<file path="src/rtl/blt_pkg.sv">
// Package of the byte-tape machine: field widths, codes, microcode types and ROM.
// No dependencies; used by blt_seq, the top level and the checker.
`timescale 1ns / 1ps

package blt_pkg;

   localparam int KIND_W     = 2;
   localparam int ADDR_W     = 12;
   localparam int OP_W       = 3;
   localparam int BYTE_W     = 8;
   localparam int LEN_W      = 13;
   localparam int REQ_DATA_W = 24;
   localparam int RSP_DATA_W = 32;
   localparam int RSP_PAD_W  = RSP_DATA_W - (BYTE_W + 4 + LEN_W);

   localparam int RSP_OVALID_BIT = BYTE_W;
   localparam int RSP_TAKEN_BIT  = BYTE_W + 1;
   localparam int RSP_HALT_BIT   = BYTE_W + 2;
   localparam int RSP_ERR_BIT    = BYTE_W + 3;

   localparam logic [KIND_W-1:0] KIND_LOAD    = 2'd0;
   localparam logic [KIND_W-1:0] KIND_STEP    = 2'd1;
   localparam logic [KIND_W-1:0] KIND_RESTART = 2'd2;

   localparam logic [OP_W-1:0] OP_PTR_INC  = 3'd0;
   localparam logic [OP_W-1:0] OP_PTR_DEC  = 3'd1;
   localparam logic [OP_W-1:0] OP_CELL_INC = 3'd2;
   localparam logic [OP_W-1:0] OP_CELL_DEC = 3'd3;
   localparam logic [OP_W-1:0] OP_OUT      = 3'd4;
   localparam logic [OP_W-1:0] OP_IN       = 3'd5;
   localparam logic [OP_W-1:0] OP_OPEN     = 3'd6;
   localparam logic [OP_W-1:0] OP_CLOSE    = 3'd7;

   localparam int UPC_W = 4;

   localparam logic [UPC_W-1:0] U_IDLE    = 4'd0;
   localparam logic [UPC_W-1:0] U_LOAD    = 4'd1;
   localparam logic [UPC_W-1:0] U_FETCH   = 4'd2;
   localparam logic [UPC_W-1:0] U_EXEC    = 4'd3;
   localparam logic [UPC_W-1:0] U_RD_FWD  = 4'd4;
   localparam logic [UPC_W-1:0] U_TST_FWD = 4'd5;
   localparam logic [UPC_W-1:0] U_RD_BWD  = 4'd6;
   localparam logic [UPC_W-1:0] U_TST_BWD = 4'd7;
   localparam logic [UPC_W-1:0] U_CLR     = 4'd8;
   localparam logic [UPC_W-1:0] U_BOOT    = 4'd9;
   localparam logic [UPC_W-1:0] U_RESP    = 4'd10;

   typedef enum logic [3:0] {
      A_WAIT,
      A_LOAD,
      A_FETCH,
      A_EXEC,
      A_RD_FWD,
      A_TST_FWD,
      A_RD_BWD,
      A_TST_BWD,
      A_CLEAR,
      A_RESPOND
   } act_type;

   typedef enum logic [2:0] {
      J_GOTO,
      J_DISPATCH,
      J_HALTED,
      J_BRACKET,
      J_SCAN_END,
      J_LOOP,
      J_CLR_DONE,
      J_RSP
   } jmp_type;

   typedef struct packed {
      act_type          act;
      jmp_type          jmp;
      logic [UPC_W-1:0] target;
   } ctrl_type;

   typedef struct packed {
      logic              accept;
      logic [KIND_W-1:0] kind;
      logic              halted;
      logic              clr_done;
      logic              scan_fwd;
      logic              scan_bwd;
      logic              scan_end;
      logic              match;
      logic              rsp_free;
   } status_type;

   function automatic ctrl_type ucode_rom(input logic [UPC_W-1:0] upc);
      ctrl_type w;
      unique case (upc)
         U_IDLE:    w = '{A_WAIT,    J_DISPATCH, U_IDLE};
         U_LOAD:    w = '{A_LOAD,    J_GOTO,     U_RESP};
         U_FETCH:   w = '{A_FETCH,   J_HALTED,   U_RESP};
         U_EXEC:    w = '{A_EXEC,    J_BRACKET,  U_RESP};
         U_RD_FWD:  w = '{A_RD_FWD,  J_SCAN_END, U_RESP};
         U_TST_FWD: w = '{A_TST_FWD, J_LOOP,     U_RESP};
         U_RD_BWD:  w = '{A_RD_BWD,  J_SCAN_END, U_RESP};
         U_TST_BWD: w = '{A_TST_BWD, J_LOOP,     U_RESP};
         U_CLR:     w = '{A_CLEAR,   J_CLR_DONE, U_RESP};
         U_BOOT:    w = '{A_CLEAR,   J_CLR_DONE, U_IDLE};
         U_RESP:    w = '{A_RESPOND, J_RSP,      U_IDLE};
         default:   w = '{A_WAIT,    J_GOTO,     U_IDLE};
      endcase
      return w;
   endfunction

endpackage

</file>
<file path="src/rtl/blt_seq.sv">
// Microcode sequencer of the byte-tape machine: step counter, control ROM, jumps.
// Depends on blt_pkg.
`timescale 1ns / 1ps

module blt_seq import blt_pkg::*; (
   input  logic       clock,
   input  logic       reset,
   input  status_type stat,
   output ctrl_type   ctrl
);

   logic [UPC_W-1:0] upc_ff;
   logic [UPC_W-1:0] upc_in;

   always_comb begin
      ctrl = ucode_rom(upc_ff);
   end

   always_comb begin
      upc_in = upc_ff;
      unique case (ctrl.jmp)
         J_GOTO: begin
            upc_in = ctrl.target;
         end
         J_DISPATCH: begin
            if (stat.accept) begin
               unique case (stat.kind)
                  KIND_LOAD:    upc_in = U_LOAD;
                  KIND_STEP:    upc_in = U_FETCH;
                  KIND_RESTART: upc_in = U_CLR;
                  default:      upc_in = U_RESP;
               endcase
            end
         end
         J_HALTED: begin
            upc_in = stat.halted ? ctrl.target : upc_ff + UPC_W'(1);
         end
         J_BRACKET: begin
            if (stat.scan_fwd) begin
               upc_in = U_RD_FWD;
            end else if (stat.scan_bwd) begin
               upc_in = U_RD_BWD;
            end else begin
               upc_in = ctrl.target;
            end
         end
         J_SCAN_END: begin
            upc_in = stat.scan_end ? ctrl.target : upc_ff + UPC_W'(1);
         end
         J_LOOP: begin
            upc_in = stat.match ? ctrl.target : upc_ff - UPC_W'(1);
         end
         J_CLR_DONE: begin
            if (stat.clr_done) begin
               upc_in = ctrl.target;
            end
         end
         J_RSP: begin
            if (stat.rsp_free) begin
               upc_in = ctrl.target;
            end
         end
         default: begin
            upc_in = U_IDLE;
         end
      endcase
   end

   always_ff @(posedge clock) begin
      if (reset) begin
         upc_ff <= U_BOOT;
      end else begin
         upc_ff <= upc_in;
      end
   end

endmodule

</file>
<file path="config.mk">
export PLATFORM = sky130hd
export DESIGN_NAME = blt_seq
export DESIGN_NICKNAME = d
export VERILOG_FILES = /design/src/rtl/blt_pkg.sv /design/src/rtl/blt_seq.sv
export SDC_FILE = /design/constraint.sdc
export NUM_CORES = 1
export LEC_CHECK = 0
export ABC_AREA = 1
export BUFFER_PORTS_ARGS = -buffer_cell sky130_fd_sc_hd__buf_2
export CORE_MARGIN = 8
export CORE_UTILIZATION = 40
export CTS_CLUSTER_DIAMETER = 120
export DETAILED_ROUTE_END_ITERATION = 8
export HOLD_SLACK_MARGIN = 0.02
export PLACE_DENSITY = 0.75
export SYNTH_ARGS = -nofsm -noshare
export SYNTH_HDL_FRONTEND = slang
export SYNTH_SLANG_ARGS = --single-unit
</file>
<file path="constraint.sdc">
create_clock -name clock -period 2 [get_ports clock]
set_input_delay 0.2 -clock clock [delete_from_list [all_inputs] [get_ports clock]]
set_output_delay 0.2 -clock clock [all_outputs]
set_load 0.05 [all_outputs]
</file>
---- Word-level counts from Yosys, hierarchy flattened ----
Memory sizes are Yosys's and may differ from the RTL's. A register that Yosys moved wholly into a read port is not among the register bits.
Index checks and enable logic that the tools add are counted.
storage, ports and cells
  output and inout port bits .............. 11
  logic and storage cells ................. 31
  memory bits (read-only) ................. 144
  latch bits .............................. 0
  memories ................................ 1
  RAM bits ................................ 0
  bits of input ports ..................... 12
  bits in registers ....................... 4
memories
  memory            depth  width  rd ports  clocked after Yosys merged registers in  write ports  line           RTL
  (name not given)  16     9      1         1                                        0            blt_pkg.sv:92  unique case (upc)
cells by class
  order comparisons ....................... 0
  eq/ne operators ......................... 12
  $add $sub $neg .......................... 2
  $mul .................................... 0
  shifts and indexed selects .............. 0
  bitwise logic cells ..................... 0
  divide/modulo/power cells ............... 0
  reductions and logical operators ........ 3
  multiplexer cells ....................... 12
operator list
  cell                                                 number
  2-to-1 mux 4 bit                                     10
  one-hot mux 4 bit (8 select lines)                   1
  equality test 3 bit, second input constant           4
  one-hot mux 4 bit (3 select lines)                   1
  equality test 3 x 2 -> 1 bit, second input constant  2
  != test 2 bit, second input constant                 3
  adder 4 x 1 -> 4 bit, second input constant          1
  subtractor 4 x 1 -> 4 bit, second input constant     1
  equality test 3 x 1 -> 1 bit, second input constant  1
  logical NOT 3 bit                                    1
  AND reduction 3 bit                                  1
  equality test 2 x 1 -> 1 bit, second input constant  1
  equality test 2 bit, second input constant           1
  logical NOT 2 bit                                    1

---- Depth between registers and ports, before layout ----
Gate-level depths: netlist of run 1.
  depth in word-level cells ............... 6
  gate-level depth with buffers ........... 17
  mapped depth without buffers ............ 17

---- Least setup slack after synthesis of run 1 ----
Ideal clock, no wire load.
  kind .................................... register -> register
  from .................................... register, netlist name ctrl[5]
  to ...................................... register, netlist name ctrl[4]
  clock period less this slack ............ 2.033 ns
  library setup time ...................... 0.112 ns
  arrival time ............................ 1.921 ns
  buffers on the path ..................... 1
  required time ........................... 1.888 ns
  path slack .............................. -0.033 ns
  cell stages (with the launch flop) ...... 17
  cell sequence ........................... dfxtp_1 -> buf_6 -> inv_4 -> nand2_1 -> nand3_1 -> nor2_1 -> nand3_1 -> nand2_1 -> inv_1 -> nand2_2 -> nand2_2 -> ha_1 -> inv_1 -> nand2_1 -> nand2_1 -> nand2_1 -> nand2_1
between the ends
  word-level cells in the longest chain between the ends .. 5
  elaborated cells between the ends (all ways) .. 15
  classes of those cells .................. 10 x eq/ne; 3 x mux; 2 x reduce/logical
ends and longest elaborated chain
  item                                                                        line           RTL
  equality test 3 x 1 -> 1 bit / equality test 3 bit (equally long branches)  blt_seq.sv:21  unique case (ctrl.jmp)
  != test 2 bit (no line)                                                     n/a
  AND reduction 3 bit (no line)                                               n/a
  2-to-1 mux 4 bit (no line) * (2 in a row)                                   n/a
Every way passes the cells marked *; elsewhere a longest branch is shown, timed or not.
A chain may end at the register's enable or synchronous reset.

---- Final worst setup path of run 1 ----
  from .................................... register upc_ff[1]
  to ...................................... register, netlist name ctrl[4]
between the ends
  word-level cells in the longest chain between the ends .. 5
  elaborated cells between the ends (all ways) .. 8
  classes of those cells .................. 2 x add/sub; 6 x mux
ends and longest elaborated chain
  item                                                                      line                                         RTL
  start: declaration                                                        blt_seq.sv:12                                logic [UPC_W-1:0] upc_ff;
  start signal: assignment                                                  blt_seq.sv:73                                upc_ff <= upc_in;
  subtractor 4 x 1 -> 4 bit / adder 4 x 1 -> 4 bit (equally long branches)  blt_seq.sv:51, blt_seq.sv:36, blt_seq.sv:48
  2-to-1 mux 4 bit, on equally long branches                                blt_seq.sv:51, blt_seq.sv:36, blt_seq.sv:48
  one-hot mux 4 bit (8 select lines)                                        blt_seq.sv:21
  2-to-1 mux 4 bit (no line) * (2 in a row)                                 n/a
Marks and branches as above.

==> out/metrics.cfg, run 1 <==
[status]
run_status=completed

[timing]
finClkSkew_ns=0.00495
finalHoldViolCount=0
max_freq_ghz=0.545
finalSetupViolations=0
fin_crit_ns=1.84
hold_slack_ns=0.163
fin_crit_sh_pct=91.8
report.final.slew_viol_count=0
rsz0062_at_grt=true

[critical_path]
cp_common_cell=nand2_1
crit_type=register to register
worst_ep_arrival_time_ns=2.01
required_ns=2.17
crit_family=simple AND/OR/NAND/NOR gates
crit_chain=inv_1 > ha_4 > inv_2 > nand2_1 > nand2_1 > nor2_1 > nor2_1 > nand3_1 > nand2_1 > nand2_2 > nand2_4 > ha_1 > inv_1 > nand2_1 > nand2_1 > nand2_1 > nand2_1
start_kind=register
critPathMaxFanout=4
r2r_slack_ns=0.16
crit_path_end_kind=register
worst-path-buf-inv=3
cpMaxStageDelayCell=dfxtp_2
slowest_delay_ns=0.33

[pwr]
p_per_area_nw_per_um2=1600
power.static_leakage_nw=0.752
max-vdd-ir-drop_mv=0.983

[logic_synthesis]
seq_area_frac_synth_pct=21.5
yosys.area.top_type=dfxtp_1
syn_area_per_cell_sq_um=6.34
ys_seq_elements=12
synth_edf_count=0
async_reset_ff_share_pct=0
synth.most_common_cell=nand2_1
synthDistinctLibCells=25
synth_top_area_share_pct=21.5
netlist_area_sq_um=1120
synth_area_leaders=dfxtp_1 (22%), nand2_1 (13%), nand3_1 (10%)
netlist_instances=176
ys.flop_type=dfxtp_1
yosys-top-cells-count=nand2_1 (40), inv_1 (29), nand3_1 (23)
yosysWarningCount=0

[min_path]
hold_path.class=input pin to register

[detailed_routing]
ant_nets=0
wl_um=2460
drt_first_pass_iters=4
drc=0
routed_via_density=4.63
wl_per_cell_um=10.7
routed-via-count=1070
dr.first_iter.drc_count=68

[final_layout]
fin_nets=218
final_cells=231
syn_to_final_growth_pct=17.9
drive_above_1_share_pct=32.5
finalInstanceArea_sq_um=1320
antenna_cells=0

[grt]
antenna_found_initial=0
gr-total-overflow=0
grt_pass1_wl_um=4110
grt_use_total_pct=11.1
first_global_vias=966
grt_max_degree=11

[clocking]
numCtsBuffers=3
cts_root_buf=clkbuf_4
cts_tree=done
worstSkewPairLatency_ns=0.27
cts_max_level=1
clock-sinks=12
clk_path_buf_depth=2
clkTransAtPathRegs_ns=0.08

[placed_design]
place_area_sq_um=1230
routabilityCongestion=0.941
dpl.hpwl_um=1990
port_buffers=20
place_inst=226

[die]
core_sq_um=2710
io-pin-count=23
fp.dieH_um=68.8
initial_utilization_pct=41.2
die-area_sq_um=4740
rows=19
dieWidth_um=68.8

[run]
max_cap_violations=0

routing by layer:
layer	track usage, %	share of wire [%]
met1	13.5	46
met2	19.3	49
met3	1.94	3.6
met4	3.76	1.3
met5	0	0
cell usage in the layout, fill, tap and decap left out, types with 2 or more instances in the layout:
cell,instances
dfxtp_4,2
nand2_2,4
nor2_1,20
nor2_2,2
nand3_2,3
nand3_4,2
inv_4,2
buf_4,6
conb_1,2
dfxtp_1,7
nand3_1,23
inv_1,26
buf_2,20
nand4_1,4
inv_2,6
ha_1,3
nand2_1,40
o21ai_1,4
dfxtp_2,3
clkbuf_4,3
a21oi_1,4
nor2_4,2
nand2_4,3
path summary, 6_finish.rpt:
kind              cells past startpoint        end  startpoint
setup reg to reg                     17    ctrl[4]   upc_ff[1]
hold / removal                        3  upc_ff[0]       reset
setup / recovery                     17    ctrl[4]   upc_ff[1]
hold reg to reg                       4  upc_ff[3]   upc_ff[3]
cell type report:
class                           instances  area (sq um)
Clock buffer                            4          36.3
Fill cell                             290          1390
Inverter                               34           133
Multi-Input combinational cell        124           712
Sequential cell                        12           251
Tap cell                               31          38.8
Timing Repair Buffer                   26           145
kinds of logic after synthesis:
family / count (synthesis) / share of synthesized area (%)
AND/OR/NAND/NOR: 104 / 47.9
other: 1 / 0.336
flip-flops: 12 / 21.5
AO/OA/AOI/OAI: 12 / 5.94
XOR/XNOR: 1 / 0.785
adder cells (fa/ha/maj): 5 / 5.61
buffers and inverters: 41 / 17.9
repair_timing:
item                                    CTS  global route
setup buffers                             0             1
endpoints found under the setup margin    0             5
hold buffers                              0             0
resized for setup                         0            13
report_power, final:
group	internal [W]	switching, W
registers	0.000353	0.000111
logic	0.000487	0.000963
clock network	0.000111	0.0000807
worst reg2reg max path, cell delays in order, from the launching register on:
cell	delay (ns)
dfxtp_2	0.33
inv_1	0.06
ha_4	0.27
inv_2	0.03
nand2_1	0.04
nand2_1	0.04
nor2_1	0.08
nor2_1	0.05
nand3_1	0.08
nand2_1	0.06
nand2_2	0.10
nand2_4	0.07
ha_1	0.29
inv_1	0.03
nand2_1	0.05
nand2_1	0.05
nand2_1	0.05
nand2_1	0.05
metrics by stage:
stage / setup TNS [ns] / utilization [%] / worst slack, ns / power [W]
final: 0 / 48.6 / 0.164 / 0.00211
after global routing: -0.0266 / 48.6 / -0.0238 / 0.00230
after CTS: 0 / 46.8 / 0.0315 / 0.00201
after detailed placement: 0 / 45.5 / 0.0433 / 0.00182
after global placement: 0 / 45.5 / 0.101 / 0.00180
after floorplan: 0 / - / 0.0515 / 0.00157
flip-flops by register name, summed over array words and instances, names as in the netlist:
signal and cells:
upc_ff 4, ctrl 8
(Power assumes the default switching activity.)
==> run 2: changes to the inputs <==
--- a/config.mk
+++ b/config.mk
@@ -5,14 +5,13 @@
 export SDC_FILE = /design/constraint.sdc
 export NUM_CORES = 1
 export LEC_CHECK = 0
-export ABC_AREA = 1
 export BUFFER_PORTS_ARGS = -buffer_cell sky130_fd_sc_hd__buf_2
 export CORE_MARGIN = 8
 export CORE_UTILIZATION = 40
 export CTS_CLUSTER_DIAMETER = 120
 export DETAILED_ROUTE_END_ITERATION = 8
 export HOLD_SLACK_MARGIN = 0.02
-export PLACE_DENSITY = 0.75
+export PLACE_DENSITY = 0.76
 export SYNTH_ARGS = -nofsm -noshare
 export SYNTH_HDL_FRONTEND = slang
 export SYNTH_SLANG_ARGS = --single-unit
==> constraint.sdc (replaced) <==
create_clock -name clock -period 2 [get_ports clock]
set_input_delay 0.2 -clock clock [delete_from_list [all_inputs] [get_ports clock]]
set_output_delay 0.2 -clock clock [all_outputs]
set_load 0.005 [all_outputs]
==> out/metrics.cfg, run 2 <==
[status]
run_status=finished, violations left
violations=setup timing

[clocking]
clk_path_buf_depth=2
cts_max_level=1
worstSkewPairLatency_ns=0.27
cts_root_buf=clkbuf_4
clkTransAtPathRegs_ns=0.07
clock-sinks=12
cts_tree=done
cts_hold_buffers=0
numCtsBuffers=3

[timing]
finClkSkew_ns=0.00261
fin_crit_ns=2.16
report.final.slew_viol_count=0
finalHoldViolCount=0
rsz0062_at_grt=true
finalSetupViolations=7
max_freq_ghz=0.463
fin_crit_sh_pct=108
fin_ws_ns=-0.161

[final_layout]
final_common_cell=buf_4
antenna_cells=0
fin_util_pct=59.7
largest_reg_flops=8
fin_nets=180
final_cell_mix=buf_4 (23), buf_2 (20)
drive_above_1_share_pct=50.6
syn_to_final_growth_pct=46.6
final_cells=192

[die]
die-area_sq_um=4260
rows=18
io-pin-count=23
core_sq_um=2390
initial_utilization_pct=40.7
dieWidth_um=65.3
fp.dieH_um=65.3

[critical_path]
worst_ep_arrival_time_ns=2.34
crit_type=register to register
crit_path_end_kind=register
required_ns=2.18
critPathMaxFanout=4
start_kind=register

[pwr]
max-vdd-ir-drop_mv=1.16
p_per_area_nw_per_um2=1640
p_sw_w=0.000990
p_int_w=0.00135
power.static_leakage_nw=0.648
swShare_pct=42.3
power_frac_comb_pct=71.6
p_seq_share_pct=20.2
p_clk_share_pct=8.2

[logic_synthesis]
synth.most_common_cell=dfxtp_1
async_reset_ff_share_pct=0
netlist_area_sq_um=972
synth_edf_count=0
synth_area_leaders=dfxtp_1 (25%), ha_1 (6.4%), mux2i_1 (6.2%)
ys.flop_type=dfxtp_1
yosysWarningCount=0
synth_top_area_share_pct=24.7
seq_area_frac_synth_pct=24.7
ys_seq_elements=12
synthDistinctLibCells=44
netlist_instances=119
yosys-top-cells-count=dfxtp_1 (12), inv_1 (11), nor2_1 (9)
yosys.area.top_type=dfxtp_1
syn_area_per_cell_sq_um=8.17

[detailed_routing]
ant_nets=0
routed-via-count=1039
routed_via_density=5.41
wl_per_cell_um=15.3
drt_first_pass_iters=4
dr.first_iter.drc_count=39
drc=0
wl_um=2940

[run]
max_cap_violations=0

[placed_design]
port_buffers=20
place_inst=181
dpl.hpwl_um=2190
routabilityCongestion=1.04

[grt]
antenna_found_initial=0
grt_max_degree=10
grt_pass1_wl_um=4630
grt_use_total_pct=13.5
gr-total-overflow=0
first_global_vias=1073

[min_path]
hold_path.class=input pin to register

==> run 2: cell count changes after synthesis, moves of 5 or more <==
cell     previous run  this run
mux2i_1             0         6
nand3_1            23         4
nor3_1              0         5
nand2_1            40         7
nand2_2             5         0
nor2_1             20         9
inv_1              29        11
==> run 2: cell families (layout without fill, tap and decap cells) <==
logic type,Yosys count,after routing,synth area share [%]
simple gates,49,49,29.5
flops,12,12,24.7
xor+xnor,2,2,1.80
mux,7,7,7.34
fa+ha+maj,5,5,6.44
other cells,1,2,0.386
buf+inv,19,61,9.65
compound gates,24,24,20.2
==> run 2: worst max-delay path, cell delays in order, from the launching register on <==
cell and delay [ns]:
dfxtp_4 0.36, buf_4 0.14, or3_4 0.36, and2_4 0.15
nor2_2 0.11, nor3_2 0.05, a32oi_2 0.27, ha_1 0.31
nand3_2 0.09, nor3b_2 0.05, a221oi_2 0.18
==> run 2: what timing repair did <==
item / in CTS / in global routing
endpoints found under the setup margin: 9 / 9
endpoints found under the hold margin: 0 / 0
buffers inserted: 4 / 4
pin swaps: 9 / 7
resized for setup: 21 / 9
==> run 2: cell type report <==
class / count / area, sq um
Fill cell: 210 / 962
Multi-Input combinational cell: 89 / 747
Timing Repair Buffer: 46 / 307
Sequential cell: 12 / 254
Inverter: 11 / 43.8
Tap cell: 30 / 37.5
Clock buffer: 4 / 36.3
==> run 2: path summary, 6_finish.rpt <==
check / slack, ns / endpoint / startpoint / cells after the start
setup / recovery: -0.16 / ctrl[4] / ctrl[6] / 10
hold / removal: 0.46 / ctrl[9] / reset / 4
setup reg to reg: -0.16 / ctrl[4] / ctrl[6] / 10
hold reg to reg: 0.82 / ctrl[5] / upc_ff[2] / 5
==> run 2: through the flow <==
| stage | total power (W) | setup TNS (ns) | instance area, sq um | hold WS [ns] | worst slack [ns] |
|---|---|---|---|---|---|
| finish | 0.00234 | -0.474 | 1430 | 0.465 | -0.161 |
| global route | 0.00250 | -1.04 | 1430 | 0.488 | -0.245 |
| CTS | 0.00219 | -0.153 | 1360 | 0.445 | -0.0634 |
| detailed placement | 0.00178 | -0.831 | 1230 | 0.585 | -0.188 |
| global placement | 0.00173 | -0.560 | 1230 | 0.588 | -0.141 |
| floorplan | 0.00130 | -0.221 | 1000 | 0.484 | -0.0740 |
==> run 2: power by group through the flow <==
stage          clock network (W)  registers (W)  logic [W]
6_report                0.000192       0.000472    0.00168
5_1_grt                 0.000207       0.000486    0.00181
4_1_cts                 0.000197       0.000461    0.00153
3_5_place_dp                   0       0.000454    0.00132
3_3_place_gp                   0       0.000452    0.00128
2_1_floorplan                  0       0.000432   0.000867
==> run 2: layer usage <==
metal	wire length, um	up-vias	part of all wire, %	GRT usage [%]
met5	0	-	0	0
met4	128	0	4.3	8.72
met3	197	19	6.7	2.89
met2	1480	43	50	24.2
met1	1130	473	38	13.7
li1	-	504	-	-
